--- config.mk ---
export PLATFORM = sky130hd
export DESIGN_NAME = serial_console_keyboard_printer_regs_core
export DESIGN_NICKNAME = d
export VERILOG_FILES = /design/src/rtl/core/sckp_pkg.sv /design/src/rtl/core/sckp_csr.sv /design/src/rtl/core/sckp_unit.sv /design/src/rtl/core/serial_console_keyboard_printer_regs_core.sv
export SDC_FILE = /design/constraint.sdc
export NUM_CORES = 1
export LEC_CHECK = 0
export CAP_MARGIN = 20
export CORE_ASPECT_RATIO = 0.8
export CORE_UTILIZATION = 57
export CTS_BUF_LIST = sky130_fd_sc_hd__clkbuf_4 sky130_fd_sc_hd__clkbuf_8 sky130_fd_sc_hd__clkbuf_16
export CTS_CLUSTER_SIZE = 14
export DETAILED_ROUTE_END_ITERATION = 7
export DONT_BUFFER_PORTS = 1
export GPL_TIMING_DRIVEN = 0
export PLACE_DENSITY_LB_ADDON = 0.15
export SETUP_SLACK_MARGIN = 0.02
export SYNTH_ARGS = -nofsm -noshare
export SYNTH_HDL_FRONTEND = slang
export SYNTH_SLANG_ARGS = --single-unit
--- constraint.sdc ---
create_clock -name clock -period 2.8 [get_ports clock]
set_input_delay 0.7 -clock clock [delete_from_list [all_inputs] [get_ports clock]]
set_output_delay 0.7 -clock clock [all_outputs]
set_load 0.02 [all_outputs]
--- src/rtl/core/sckp_pkg.sv ---
// Package for the console serial line unit core.
// Holds command codes, register offsets, bit positions and the structs
// shared by sckp_csr, sckp_unit and the top level. No dependencies.
package sckp_pkg;

   localparam int ADDR_W  = 16;
   localparam int DATA_W  = 16;
   localparam int CHAR_W  = 8;
   localparam int VEC_W   = 8;
   localparam int LEVEL_W = 3;
   localparam int CMD_W   = 3;

   localparam int WIN_BITS  = 3;
   localparam int BIT_FLAG  = 7;
   localparam int BIT_IE    = 6;
   localparam int BIT_MAINT = 2;
   localparam int BIT_CLEAR = 0;

   localparam int CSR_ADDR_W = 4;
   localparam int CSR_DATA_W = 32;

   localparam logic [1:0] REG_BASE_ADDRESS = 2'd0;
   localparam logic [1:0] REG_KBD_VECTOR   = 2'd1;
   localparam logic [1:0] REG_PRT_VECTOR   = 2'd2;
   localparam logic [1:0] REG_BUS_LEVEL    = 2'd3;

   localparam logic [ADDR_W-1:0]  RST_BASE_ADDRESS = 16'hFF70;
   localparam logic [VEC_W-1:0]   RST_KBD_VECTOR   = 8'h30;
   localparam logic [VEC_W-1:0]   RST_PRT_VECTOR   = 8'h34;
   localparam logic [LEVEL_W-1:0] RST_BUS_LEVEL    = 3'd4;

   localparam logic [WIN_BITS-1:0] OFF_KBD_STAT = 3'd0;
   localparam logic [WIN_BITS-1:0] OFF_KBD_DATA = 3'd2;
   localparam logic [WIN_BITS-1:0] OFF_KBD_HIGH = 3'd3;
   localparam logic [WIN_BITS-1:0] OFF_PRT_STAT = 3'd4;
   localparam logic [WIN_BITS-1:0] OFF_PRT_DATA = 3'd6;

   typedef enum logic [CMD_W-1:0] {
      CMD_READ       = 3'd0,
      CMD_WORD_WRITE = 3'd1,
      CMD_BYTE_WRITE = 3'd2,
      CMD_CHAR_RX    = 3'd3,
      CMD_PRT_DONE   = 3'd4,
      CMD_BUS_RESET  = 3'd5
   } cmd_type;

   typedef struct packed {
      logic [ADDR_W-1:0]  base_address;
      logic [VEC_W-1:0]   keyboard_vector;
      logic [VEC_W-1:0]   printer_vector;
      logic [LEVEL_W-1:0] bus_level;
   } cfg_type;

   typedef struct packed {
      cmd_type            cmd;
      logic [ADDR_W-1:0]  addr;
      logic [DATA_W-1:0]  write_data;
      logic [CHAR_W-1:0]  key_char;
   } item_type;

   typedef struct packed {
      logic [LEVEL_W-1:0] intr_level;
      logic [VEC_W-1:0]   intr_vector;
      logic               intr_valid;
      logic [CHAR_W-1:0]  print_char;
      logic               print_valid;
      logic [DATA_W-1:0]  read_data;
      logic               hit;
   } result_type;

endpackage

--- src/rtl/core/sckp_csr.sv ---
// Configuration registers of the console serial line unit core.
// APB-style write and read port; depends on sckp_pkg.
module sckp_csr
   import sckp_pkg::*;
(
   input  logic                  clock,
   input  logic                  reset,
   input  logic                  csr_psel,
   input  logic                  csr_penable,
   input  logic                  csr_pwrite,
   input  logic [CSR_ADDR_W-1:0] csr_paddr,
   input  logic [CSR_DATA_W-1:0] csr_pwdata,
   output logic [CSR_DATA_W-1:0] csr_prdata,
   output logic                  csr_pready,
   output cfg_type               cfg
);

   cfg_type    cfg_ff;
   logic       wr_en;
   logic [1:0] reg_idx;

   assign csr_pready = 1'b1;
   assign wr_en      = csr_psel && csr_penable && csr_pwrite && csr_pready;
   assign reg_idx    = csr_paddr[3:2];
   assign cfg        = cfg_ff;

   always_ff @(posedge clock) begin
      if (reset) begin
         cfg_ff.base_address    <= RST_BASE_ADDRESS;
         cfg_ff.keyboard_vector <= RST_KBD_VECTOR;
         cfg_ff.printer_vector  <= RST_PRT_VECTOR;
         cfg_ff.bus_level       <= RST_BUS_LEVEL;
      end else if (wr_en) begin
         case (reg_idx)
            REG_BASE_ADDRESS: cfg_ff.base_address    <= csr_pwdata[ADDR_W-1:0];
            REG_KBD_VECTOR:   cfg_ff.keyboard_vector <= csr_pwdata[VEC_W-1:0];
            REG_PRT_VECTOR:   cfg_ff.printer_vector  <= csr_pwdata[VEC_W-1:0];
            REG_BUS_LEVEL:    cfg_ff.bus_level       <= csr_pwdata[LEVEL_W-1:0];
            default: ;
         endcase
      end
   end

   always_comb begin
      csr_prdata = '0;
      case (reg_idx)
         REG_BASE_ADDRESS: csr_prdata = {{(CSR_DATA_W-ADDR_W){1'b0}}, cfg_ff.base_address};
         REG_KBD_VECTOR:   csr_prdata = {{(CSR_DATA_W-VEC_W){1'b0}}, cfg_ff.keyboard_vector};
         REG_PRT_VECTOR:   csr_prdata = {{(CSR_DATA_W-VEC_W){1'b0}}, cfg_ff.printer_vector};
         REG_BUS_LEVEL:    csr_prdata = {{(CSR_DATA_W-LEVEL_W){1'b0}}, cfg_ff.bus_level};
         default:          csr_prdata = '0;
      endcase
   end

   a_level_write: assert property (@(posedge clock) disable iff (reset)
      wr_en && reg_idx == REG_BUS_LEVEL |=> cfg_ff.bus_level == $past(csr_pwdata[LEVEL_W-1:0]))
      else $error("bus level register not loaded");
   a_hold_no_write: assert property (@(posedge clock) disable iff (reset)
      !wr_en |=> $stable(cfg_ff))
      else $error("configuration changed without a write");
   a_vec_write: assert property (@(posedge clock) disable iff (reset)
      wr_en && reg_idx == REG_KBD_VECTOR |=> cfg_ff.keyboard_vector == $past(csr_pwdata[VEC_W-1:0]))
      else $error("keyboard vector register not loaded");

endmodule

--- src/rtl/core/sckp_unit.sv ---
// Register file and command decode of the console serial line unit.
// Holds keyboard and printer status; depends on sckp_pkg.
module sckp_unit
   import sckp_pkg::*;
(
   input  logic       clock,
   input  logic       reset,
   input  logic       fire,
   input  item_type   item,
   input  cfg_type    cfg,
   output result_type result
);

   logic              kbd_done_ff, kbd_done_in;
   logic              kbd_ie_ff, kbd_ie_in;
   logic [CHAR_W-1:0] kbd_char_ff, kbd_char_in;
   logic              prt_ready_ff, prt_ready_in;
   logic              prt_ie_ff, prt_ie_in;
   logic              prt_maint_ff, prt_maint_in;

   logic [ADDR_W-1:0] off;
   logic              in_window;
   logic              is_byte;
   logic [DATA_W-1:0] wval;

   always_comb begin
      kbd_done_in  = kbd_done_ff;
      kbd_ie_in    = kbd_ie_ff;
      kbd_char_in  = kbd_char_ff;
      prt_ready_in = prt_ready_ff;
      prt_ie_in    = prt_ie_ff;
      prt_maint_in = prt_maint_ff;
      result       = '0;
      off       = item.addr - cfg.base_address;
      in_window = (off[ADDR_W-1:WIN_BITS] == '0);
      is_byte   = (item.cmd == CMD_BYTE_WRITE);
      wval    = is_byte ? {{(DATA_W-CHAR_W){1'b0}}, item.write_data[CHAR_W-1:0]}
                        : item.write_data;
      case (item.cmd)
         CMD_READ: begin
            if (in_window) begin
               result.hit = 1'b1;
               case (off[WIN_BITS-1:0])
                  OFF_KBD_STAT: begin
                     result.read_data[BIT_FLAG] = kbd_done_ff;
                     result.read_data[BIT_IE]   = kbd_ie_ff;
                  end
                  OFF_KBD_DATA: begin
                     result.read_data = {{(DATA_W-CHAR_W){1'b0}}, kbd_char_ff};
                     kbd_done_in      = 1'b0;
                  end
                  OFF_PRT_STAT: begin
                     result.read_data[BIT_FLAG]  = prt_ready_ff;
                     result.read_data[BIT_IE]    = prt_ie_ff;
                     result.read_data[BIT_MAINT] = prt_maint_ff;
                  end
                  default: ;
               endcase
            end
         end
         CMD_WORD_WRITE, CMD_BYTE_WRITE: begin
            if (in_window) begin
               result.hit = 1'b1;
               case (off[WIN_BITS-1:0])
                  OFF_KBD_STAT: begin
                     kbd_ie_in = wval[BIT_IE];
                     if (wval[BIT_CLEAR]) begin
                        kbd_done_in = 1'b0;
                     end
                  end
                  OFF_KBD_DATA: kbd_done_in = 1'b0;
                  OFF_KBD_HIGH: begin
                     if (is_byte) begin
                        kbd_done_in = 1'b0;
                     end
                  end
                  OFF_PRT_STAT: begin
                     prt_ie_in    = wval[BIT_IE];
                     prt_maint_in = wval[BIT_MAINT];
                  end
                  OFF_PRT_DATA: begin
                     prt_ready_in       = 1'b0;
                     result.print_valid = 1'b1;
                     result.print_char  = wval[CHAR_W-1:0];
                  end
                  default: ;
               endcase
            end
         end
         CMD_CHAR_RX: begin
            kbd_char_in = item.key_char;
            kbd_done_in = 1'b1;
            if (kbd_ie_ff) begin
               result.intr_valid  = 1'b1;
               result.intr_vector = cfg.keyboard_vector;
               result.intr_level  = cfg.bus_level;
            end
         end
         CMD_PRT_DONE: begin
            if (!prt_ready_ff) begin
               prt_ready_in = 1'b1;
               if (prt_ie_ff) begin
                  result.intr_valid  = 1'b1;
                  result.intr_vector = cfg.printer_vector;
                  result.intr_level  = cfg.bus_level;
               end
            end
         end
         CMD_BUS_RESET: begin
            kbd_done_in  = 1'b0;
            kbd_ie_in    = 1'b0;
            prt_ready_in = 1'b1;
            prt_ie_in    = 1'b0;
            prt_maint_in = 1'b0;
         end
         default: ;
      endcase
   end

   always_ff @(posedge clock) begin
      if (reset) begin
         kbd_done_ff  <= 1'b0;
         kbd_ie_ff    <= 1'b0;
         kbd_char_ff  <= '0;
         prt_ready_ff <= 1'b1;
         prt_ie_ff    <= 1'b0;
         prt_maint_ff <= 1'b0;
      end else if (fire) begin
         kbd_done_ff  <= kbd_done_in;
         kbd_ie_ff    <= kbd_ie_in;
         kbd_char_ff  <= kbd_char_in;
         prt_ready_ff <= prt_ready_in;
         prt_ie_ff    <= prt_ie_in;
         prt_maint_ff <= prt_maint_in;
      end
   end

   a_print_is_hit: assert property (@(posedge clock) disable iff (reset)
      fire && result.print_valid |-> result.hit && !result.intr_valid)
      else $error("printer character without a window hit");
   a_bus_reset: assert property (@(posedge clock) disable iff (reset)
      fire && item.cmd == CMD_BUS_RESET |=> prt_ready_ff && !kbd_done_ff && !kbd_ie_ff)
      else $error("bus reset left status set");
   a_char_done: assert property (@(posedge clock) disable iff (reset)
      fire && item.cmd == CMD_CHAR_RX |=> kbd_done_ff && kbd_char_ff == $past(item.key_char))
      else $error("received character not stored");
   a_print_clears_ready: assert property (@(posedge clock) disable iff (reset)
      fire && result.print_valid |=> !prt_ready_ff)
      else $error("printer data write left ready set");

endmodule

--- src/rtl/core/serial_console_keyboard_printer_regs_core.sv ---
// Top level of the console serial line unit core.
// Input register, register-file unit and result register;
// depends on sckp_pkg, sckp_csr and sckp_unit.
//
// Usage:
//   req_* carries one command per transaction (read, word write, byte
//   write, received character, printer done, bus reset); every command
//   yields exactly one transaction on rsp_*.
//   csr_* is an APB-style port for base address, the two interrupt
//   vectors and the bus request level; write it only while idle.
// Flow: an accepted command is held in the input register; its result is
//   then loaded into the result register and shown on rsp_*. Throughput:
//   one command per cycle while rsp_tready is high; each register holds one
//   transaction, and the status flags update when the result register loads.
// Reset: both registers empty, configuration at its defaults, keyboard
//   done clear and printer ready set.
// Stall: while rsp_tready is low the result holds, one more command can
//   wait in the input register, and then req_tready drops.
module serial_console_keyboard_printer_regs_core
   import sckp_pkg::*;
(
   input  logic                  clock,
   input  logic                  reset,
   input  logic                  req_tvalid,
   output logic                  req_tready,
   // [15:0] addr, [31:16] write_data, [39:32] key_char
   input  logic [39:0]           req_tdata,
   // [2:0] cmd
   input  logic [CMD_W-1:0]      req_tuser,
   output logic                  rsp_tvalid,
   input  logic                  rsp_tready,
   // [0] hit, [16:1] read_data, [17] print_valid, [25:18] print_char,
   // [26] intr_valid, [34:27] intr_vector, [37:35] intr_level, [39:38] zero
   output logic [39:0]           rsp_tdata,
   input  logic                  csr_psel,
   input  logic                  csr_penable,
   input  logic                  csr_pwrite,
   input  logic [CSR_ADDR_W-1:0] csr_paddr,
   input  logic [CSR_DATA_W-1:0] csr_pwdata,
   output logic [CSR_DATA_W-1:0] csr_prdata,
   output logic                  csr_pready
);

   cfg_type    cfg;
   item_type   item_ff;
   logic       in_valid_ff;
   result_type res;
   result_type res_ff;
   logic       rsp_valid_ff;
   logic       advance;

   assign advance    = in_valid_ff && (!rsp_valid_ff || rsp_tready);
   assign req_tready = !in_valid_ff || advance;
   assign rsp_tvalid = rsp_valid_ff;
   assign rsp_tdata  = {2'b00, res_ff};

   sckp_csr u_csr (
      .clock       (clock),
      .reset       (reset),
      .csr_psel    (csr_psel),
      .csr_penable (csr_penable),
      .csr_pwrite  (csr_pwrite),
      .csr_paddr   (csr_paddr),
      .csr_pwdata  (csr_pwdata),
      .csr_prdata  (csr_prdata),
      .csr_pready  (csr_pready),
      .cfg         (cfg)
   );

   sckp_unit u_unit (
      .clock  (clock),
      .reset  (reset),
      .fire   (advance),
      .item   (item_ff),
      .cfg    (cfg),
      .result (res)
   );

   always_ff @(posedge clock) begin
      if (reset) begin
         in_valid_ff <= 1'b0;
      end else if (req_tready) begin
         in_valid_ff <= req_tvalid;
      end
   end

   always_ff @(posedge clock) begin
      if (req_tready && req_tvalid) begin
         item_ff.cmd        <= cmd_type'(req_tuser);
         item_ff.addr       <= req_tdata[15:0];
         item_ff.write_data <= req_tdata[31:16];
         item_ff.key_char   <= req_tdata[39:32];
      end
   end

   always_ff @(posedge clock) begin
      if (reset) begin
         rsp_valid_ff <= 1'b0;
      end else if (advance) begin
         rsp_valid_ff <= 1'b1;
      end else if (rsp_tready) begin
         rsp_valid_ff <= 1'b0;
      end
   end

   always_ff @(posedge clock) begin
      if (advance) begin
         res_ff <= res;
      end
   end

   a_no_drop: assert property (@(posedge clock) disable iff (reset)
      rsp_valid_ff && !rsp_tready |=> rsp_valid_ff)
      else $error("result dropped while stalled");
   a_in_hold: assert property (@(posedge clock) disable iff (reset)
      in_valid_ff && !advance |=> in_valid_ff && $stable(item_ff))
      else $error("pending command lost");
   a_empty_ready: assert property (@(posedge clock) disable iff (reset)
      !in_valid_ff |-> req_tready)
      else $error("empty input register refused a command");

endmodule
* After elaboration in Yosys (flattened, before gate mapping)
Index checks and enable logic that the tools add are counted.
Storage, ports and cells: register bits 123, latch bits 0, bits in writable memories 0, bits in read-only memories 0, output and inout port bits 75, word-level logic and storage cells 110, memories kept 0
Cells by class: add/subtract/negate cells 1, multiply operators 0, div/mod/pow operators 0, order comparisons 0, equality and inequality tests 21, shifts and indexed selects 0, multiplexer cells 32, bitwise logic cells 0, reductions and logical operators 31
Operators with widths (count):
- 32-bit one-hot mux with 4 select lines | 1
- 12-bit 2-to-1 mux | 3
- 12-bit one-hot mux with 2 select lines | 1
- 1-bit 2-to-1 mux | 18
- 16-bit subtractor | 1
- 2-bit AND reduction | 7
- 13-bit zero test | 1
- 3-bit by 2-bit == test with 1-bit output, second input constant | 4
- 3-bit == test, second input constant | 4
- 1-bit one-hot mux with 2 select lines | 6
- 4-bit AND reduction | 3
- 2-bit inequality test, second input constant | 4
- 8-bit AND reduction | 1
- 3-bit zero test | 2
- 3-bit by 2-bit inequality test with 1-bit output, second input constant | 2
- 2-bit one-hot mux with 3 select lines | 1
- 3-bit AND reduction | 2
- 2-bit nonzero test | 3
- 2-bit == test, second input constant | 2
- 1-bit logical AND | 4
- 2-bit by 1-bit inequality test with 1-bit output, second input constant | 2
- 4-bit inequality test, second input constant | 1
- 1-bit one-hot mux with 4 select lines | 1
- 4-bit nonzero test | 1
- 7 further kinds | 10

* Depth between registers and ports, before layout
depth after elaboration 5, gate-level depth with buffers 12, gate-level depth less buffers 11

* By module
Synthesis repeated with hierarchy kept, for this count alone.
Second synthesis, totals: cells, all modules 552, area total of the unflattened synthesis 6341.1 sq um
By module, submodules not included:
- serial_console_keyboard_printer_regs_core | instances 1, cells an instance 94, area each 2555.0 sq um, sequential area each 2472.4 sq um
- sckp_unit | instances 1, cells an instance 278, area each 1998.2 sq um, sequential area each 260.2 sq um
- sckp_csr | instances 1, cells an instance 180, area each 1788.0 sq um, sequential area each 700.7 sq um

* Worst setup path after synthesis
Ideal clock, no wire load.
path kind register to register, start reg u_csr.cfg_ff (netlist bit u_csr.cfg[20]), end reg res_ff (netlist bit rsp_tdata[0]) (data pin), setup time 158 ps, data arrival time 2861 ps, required time 2642 ps, slack -220 ps, stages on the path, launching flop included 11, buffers on the path 0, period minus slack after synthesis 3020 ps, path through dfxtp_1 > inv_1 > ha_1 > nor2b_1 > o2111a_1 > or4_4 > a2111oi_4 > nand4_2 > nor4b_4 > nand3b_4 > a211oi_2
On the way: cells in the longest elaborated chain, start to end 4
Ends and longest elaborated chain:
- start: declaration | RTL line sckp_csr.sv:18 | cfg_type cfg_ff;
- 16-bit subtractor (*) | RTL line sckp_unit.sv:34 | off = item.addr - cfg.base_address;
- 13-bit zero test (*) | RTL line sckp_unit.sv:35 | in_window = (off[ADDR_W-1:WIN_BITS] == '0);
- 1-bit 2-to-1 mux (on tied branches) | RTL line sckp_unit.sv:62, sckp_unit.sv:41
- 1-bit one-hot mux with 2 select lines (*) | RTL line sckp_unit.sv:39 | case (item.cmd)
- end signal: assignment | RTL line serial_console_keyboard_printer_regs_core.sv:108 | res_ff <= res;
- end: declaration | RTL line serial_console_keyboard_printer_regs_core.sv:48 | result_type res_ff;
Every way passes the cells marked *; elsewhere a longest branch is shown, timed or not. A chain may end at the register's enable or synchronous reset.

* Final worst setup path
start reg item_ff[25] (netlist bit), end reg res_ff (netlist bit rsp_tdata[4]) (data pin)
On the way: cells in the longest elaborated chain, start to end 3
Ends and longest elaborated chain:
- start: declaration | RTL line serial_console_keyboard_printer_regs_core.sv:45 | item_type item_ff;
- 16-bit subtractor (*) | RTL line sckp_unit.sv:34
- 13-bit zero test or 3-bit by 2-bit == test with 1-bit output (tied branches) | RTL line sckp_unit.sv:35, sckp_unit.sv:43
- 3-bit AND reduction (no line) (*)
Marks and branches as above.

==> flow_summary.json <==
{
  "cts.path.max_buffers": 2,
  "synth_area_sq_um": 5800,
  "rows": 32,
  "ios": 161,
  "hold_viol": 0,
  "reg2reg_to": "rsp_tdata[4]",
  "r2r_start": "item_ff[25]",
  "multi_input_area_sq_um": 2710,
  "clockPowerShare": 0.487,
  "arrival_ns": 3.34,
  "endpoint_kind": "register",
  "dieArea_sq_um": 10600,
  "area_growth_pct": 19.3,
  "synth-simple-area-share": 0.167,
  "wl_met1_um": 5770,
  "fin_util": 0.708,
  "hold_path.class": "input port to register",
  "grt_max_degree": 39,
  "initial_core_util": 0.593,
  "grt_pass1_vias": 3974,
  "clk_latency_ns": 0.41,
  "failed_checks": "negative setup slack",
  "ys_top_cells_by_count": "65 x edfxtp_1, 57 x nor2_1, 50 x dfxtp_1",
  "synth.distinct_cells": 64,
  "cp-start-kind": "register",
  "syn_area_per_cell_sq_um": 10.6,
  "diodes": 0,
  "r2r_slack_ns": -0.29,
  "rsz0062_at_grt": "yes",
  "internal_power_mw": 3.40,
  "worstRegToRegCells": 10,
  "detail_route.wl_per_cell_um": 17.8,
  "power.net_switching_mw": 1.11,
  "seq_power_share": 0.421,
  "nNetsFinal": 699,
  "overflow": 0,
  "wl_met2_um": 6100,
  "cts_tree": "yes",
  "final_layout_size_suffix_gt1_frac": 0.189,
  "status": "finished with violations",
  "wl_um": 13200,
  "slew_headroom": 0.435,
  "setup_viol": 23,
  "ir_worst_vdd_uv": 653,
  "synth_compound_area_frac": 0.134,
  "required_ns": 3.05,
  "cts.sinks": 115,
  "drv_cap": 0,
  "place_congestion": 0.842,
  "cts-buffers-inserted": 17,
  "setup_ws_ns": -0.286,
  "netlist_instances": 548,
  "synth_xor_area_frac": 0.0106,
  "clkTransAtPathRegs_ns": 0.06,
  "dpl.hpwl_um": 9010,
  "synth_seq_cells": 115,
  "synth_edf_count": 65,
  "dieHeight_um": 92.2,
  "register_area_sq_um": 2960,
  "synth.most_common_cell": "edfxtp_1",
  "yosysTopAreaCell": "edfxtp_1",
  "cts-htree-levels": 4,
  "synth_top_family_by_area": "simple AND/OR/NAND/NOR gates",
  "min_from": "req_tdata[17]",
  "synth_area_leaders": "edfxtp_1 34%, dfxtp_1 17%, mux2i_1 5.7%, nor2_1 3.7%, buf_4 3.5%",
  "post-route-drc-count": 0,
  "holdPathStages": 0,
  "critical_path_class": "register to register",
  "synth-warning-count": 0,
  "routed.top_layer": "met4",
  "holdPathEnd": "item_ff[9]",
  "skew_ns": 0.0102,
  "cellPowerDensity_nw_per_um2": 653,
  "antenna_found_initial": 0,
  "grt_first_pass_wirelength_um": 20500,
  "synth-adder-area-share": 0.0358,
  "antenna_left": 0,
  "synthMuxAreaShare": 0.0725,
  "vias": 4285,
  "yosysSeqAreaShare": 0.509,
  "slew_violations": 0,
  "synth_top_area_frac": 0.337,
  "track_usage": 0.259,
  "tightestPinTransition_ns": 0.848,
  "fill_cells": 744,
  "fp.dieW_um": 115,
  "fmaxAchievable_mhz": 324,
  "core_sq_um": 9770,
  "avgViaCountPerCell": 5.74,
  "drt_iter0_drc": 328,
  "period_needed_ns": 3.09,
  "period_share": 1.10,
  "post_dp_cell_area_sq_um": 6060,
  "combPwrFrac": 0.092,
  "critPathMaxFanout": 4,
  "cts-root-buf": "clkbuf_16",
  "p_leak_nw": 2.78,
  "routed-wl-met3_um": 1210,
  "firstDrtPassIters": 5,
  "port_buffers": 0,
  "synth_ff_type": "edfxtp_1",
  "synthArstFlopShare": 0,
  "switching_share": 0.247,
  "final_cell_area_sq_um": 6910
}
==> critical path, stage by stage, from the launching register on <==
cell	delay (ns)
edfxtp_1	0.39
ha_1	0.30
nor2b_4	0.13
o2111a_2	0.28
or4_4	0.50
a2111oi_4	0.36
nand4_2	0.18
nor4b_4	0.29
buf_6	0.17
nand3b_4	0.13
nor3_2	0.20
==> stage by stage <==
stage | setup TNS, ns | cells | hold slack [ns] | setup slack, ns | power [mW]
6_report | -4.33 | 746 | 0.379 | -0.286 | 4.52
5_1_grt | -7.85 | 746 | 0.364 | -0.422 | 4.65
4_1_cts | -4.80 | 746 | 0.368 | -0.371 | 4.53
3_5_place_dp | -11.09 | 709 | 0.470 | -0.529 | 2.32
3_3_place_gp | -9.86 | 709 | 0.463 | -0.568 | 2.31
2_1_floorplan | -0.909 | 573 | 0.445 | -0.102 | 2.24
==> power by group through the flow <==
stage | clock network (mW) | registers (mW) | logic, mW
CTS | 2.22 | 1.90 | 0.405
floorplan | 0 | 1.93 | 0.317
global route | 2.30 | 1.91 | 0.452
detailed placement | 0 | 1.94 | 0.381
finish | 2.20 | 1.90 | 0.417
global placement | 0 | 1.94 | 0.373
==> layout by cell type, fill, tap and decap left out, types with 9 or more instances in the layout <==
cell type,n
edfxtp_1,65
nor2_1,57
dfxtp_1,49
nand2_1,37
mux2i_1,33
buf_4,29
a21oi_1,27
conb_1,27
inv_1,26
clkbuf_1,19
a211o_1,17
clkbuf_16,17
nor2b_1,16
ha_1,14
o21ai_0,13
nor3_1,9
a22o_1,9
nor3_2,9
==> kinds of logic after synthesis <==
| logic type | Yosys count |
|---|---|
| DFF | 115 |
| muxes | 38 |
| xor gates and xnor gates | 7 |
| AOI/OAI and AO/OA | 107 |
| buffers and inverters | 80 |
| and+or+nand+nor | 183 |
| adders and majority gates | 16 |
| other | 2 |
==> flip-flops by register name, indices dropped and copies added, names as in the netlist <==
| register | flops |
|---|---|
| u_unit.kbd_char_ff | 8 |
| rsp_tvalid | 1 |
| u_unit.prt_ready_ff | 1 |
| u_unit.prt_maint_ff | 1 |
| item_ff | 35 |
| u_unit.prt_ie_ff | 1 |
| rsp_tdata | 30 |
| u_unit.kbd_ie_ff | 1 |
| u_unit.kbd_done_ff | 1 |
| u_csr.cfg | 35 |
| in_valid_ff | 1 |
==> worst max path at each step <==
stage,endpoint,startpoint,cells after the start,slack [ns]
after global placement,rsp_tdata[8],u_csr.cfg[19],10,-0.57
after global routing,rsp_tdata[5],item_ff[25],10,-0.42
after floorplan,rsp_tdata[3],u_csr.cfg[20],10,-0.10
final,rsp_tdata[4],item_ff[25],10,-0.29
after detailed placement,rsp_tdata[2],u_csr.cfg[19],10,-0.53
after CTS,rsp_tdata[6],item_ff[25],10,-0.37
==> cell type report <==
type	instances	share of cell area
Clock inverter	15	0.0259
Sequential cell	115	0.428
Timing Repair Buffer	6	0.00995
Buffer	52	0.0440
Inverter	26	0.0141
Tap cell	136	0.0246
Clock buffer	17	0.0615
Multi-Input combinational cell	379	0.392
==> routing by layer <==
| metal | global-route usage | vias up |
|---|---|---|
| met1 | 0.343 | 2025 |
| met5 | 0 | - |
| met2 | 0.405 | 196 |
| met3 | 0.0905 | 21 |
| li1 | - | 2043 |
| met4 | 0.0649 | 0 |
==> repair_timing <==
action | in CTS | in global routing
resized for setup | 33 | 12
pin swaps | 16 | 14
cloned | 2 | 0
setup buffers | 4 | 1
endpoints found under the setup margin | 26 | 30
hold buffers | 0 | 0
Power figures use the tool's default switching activity.
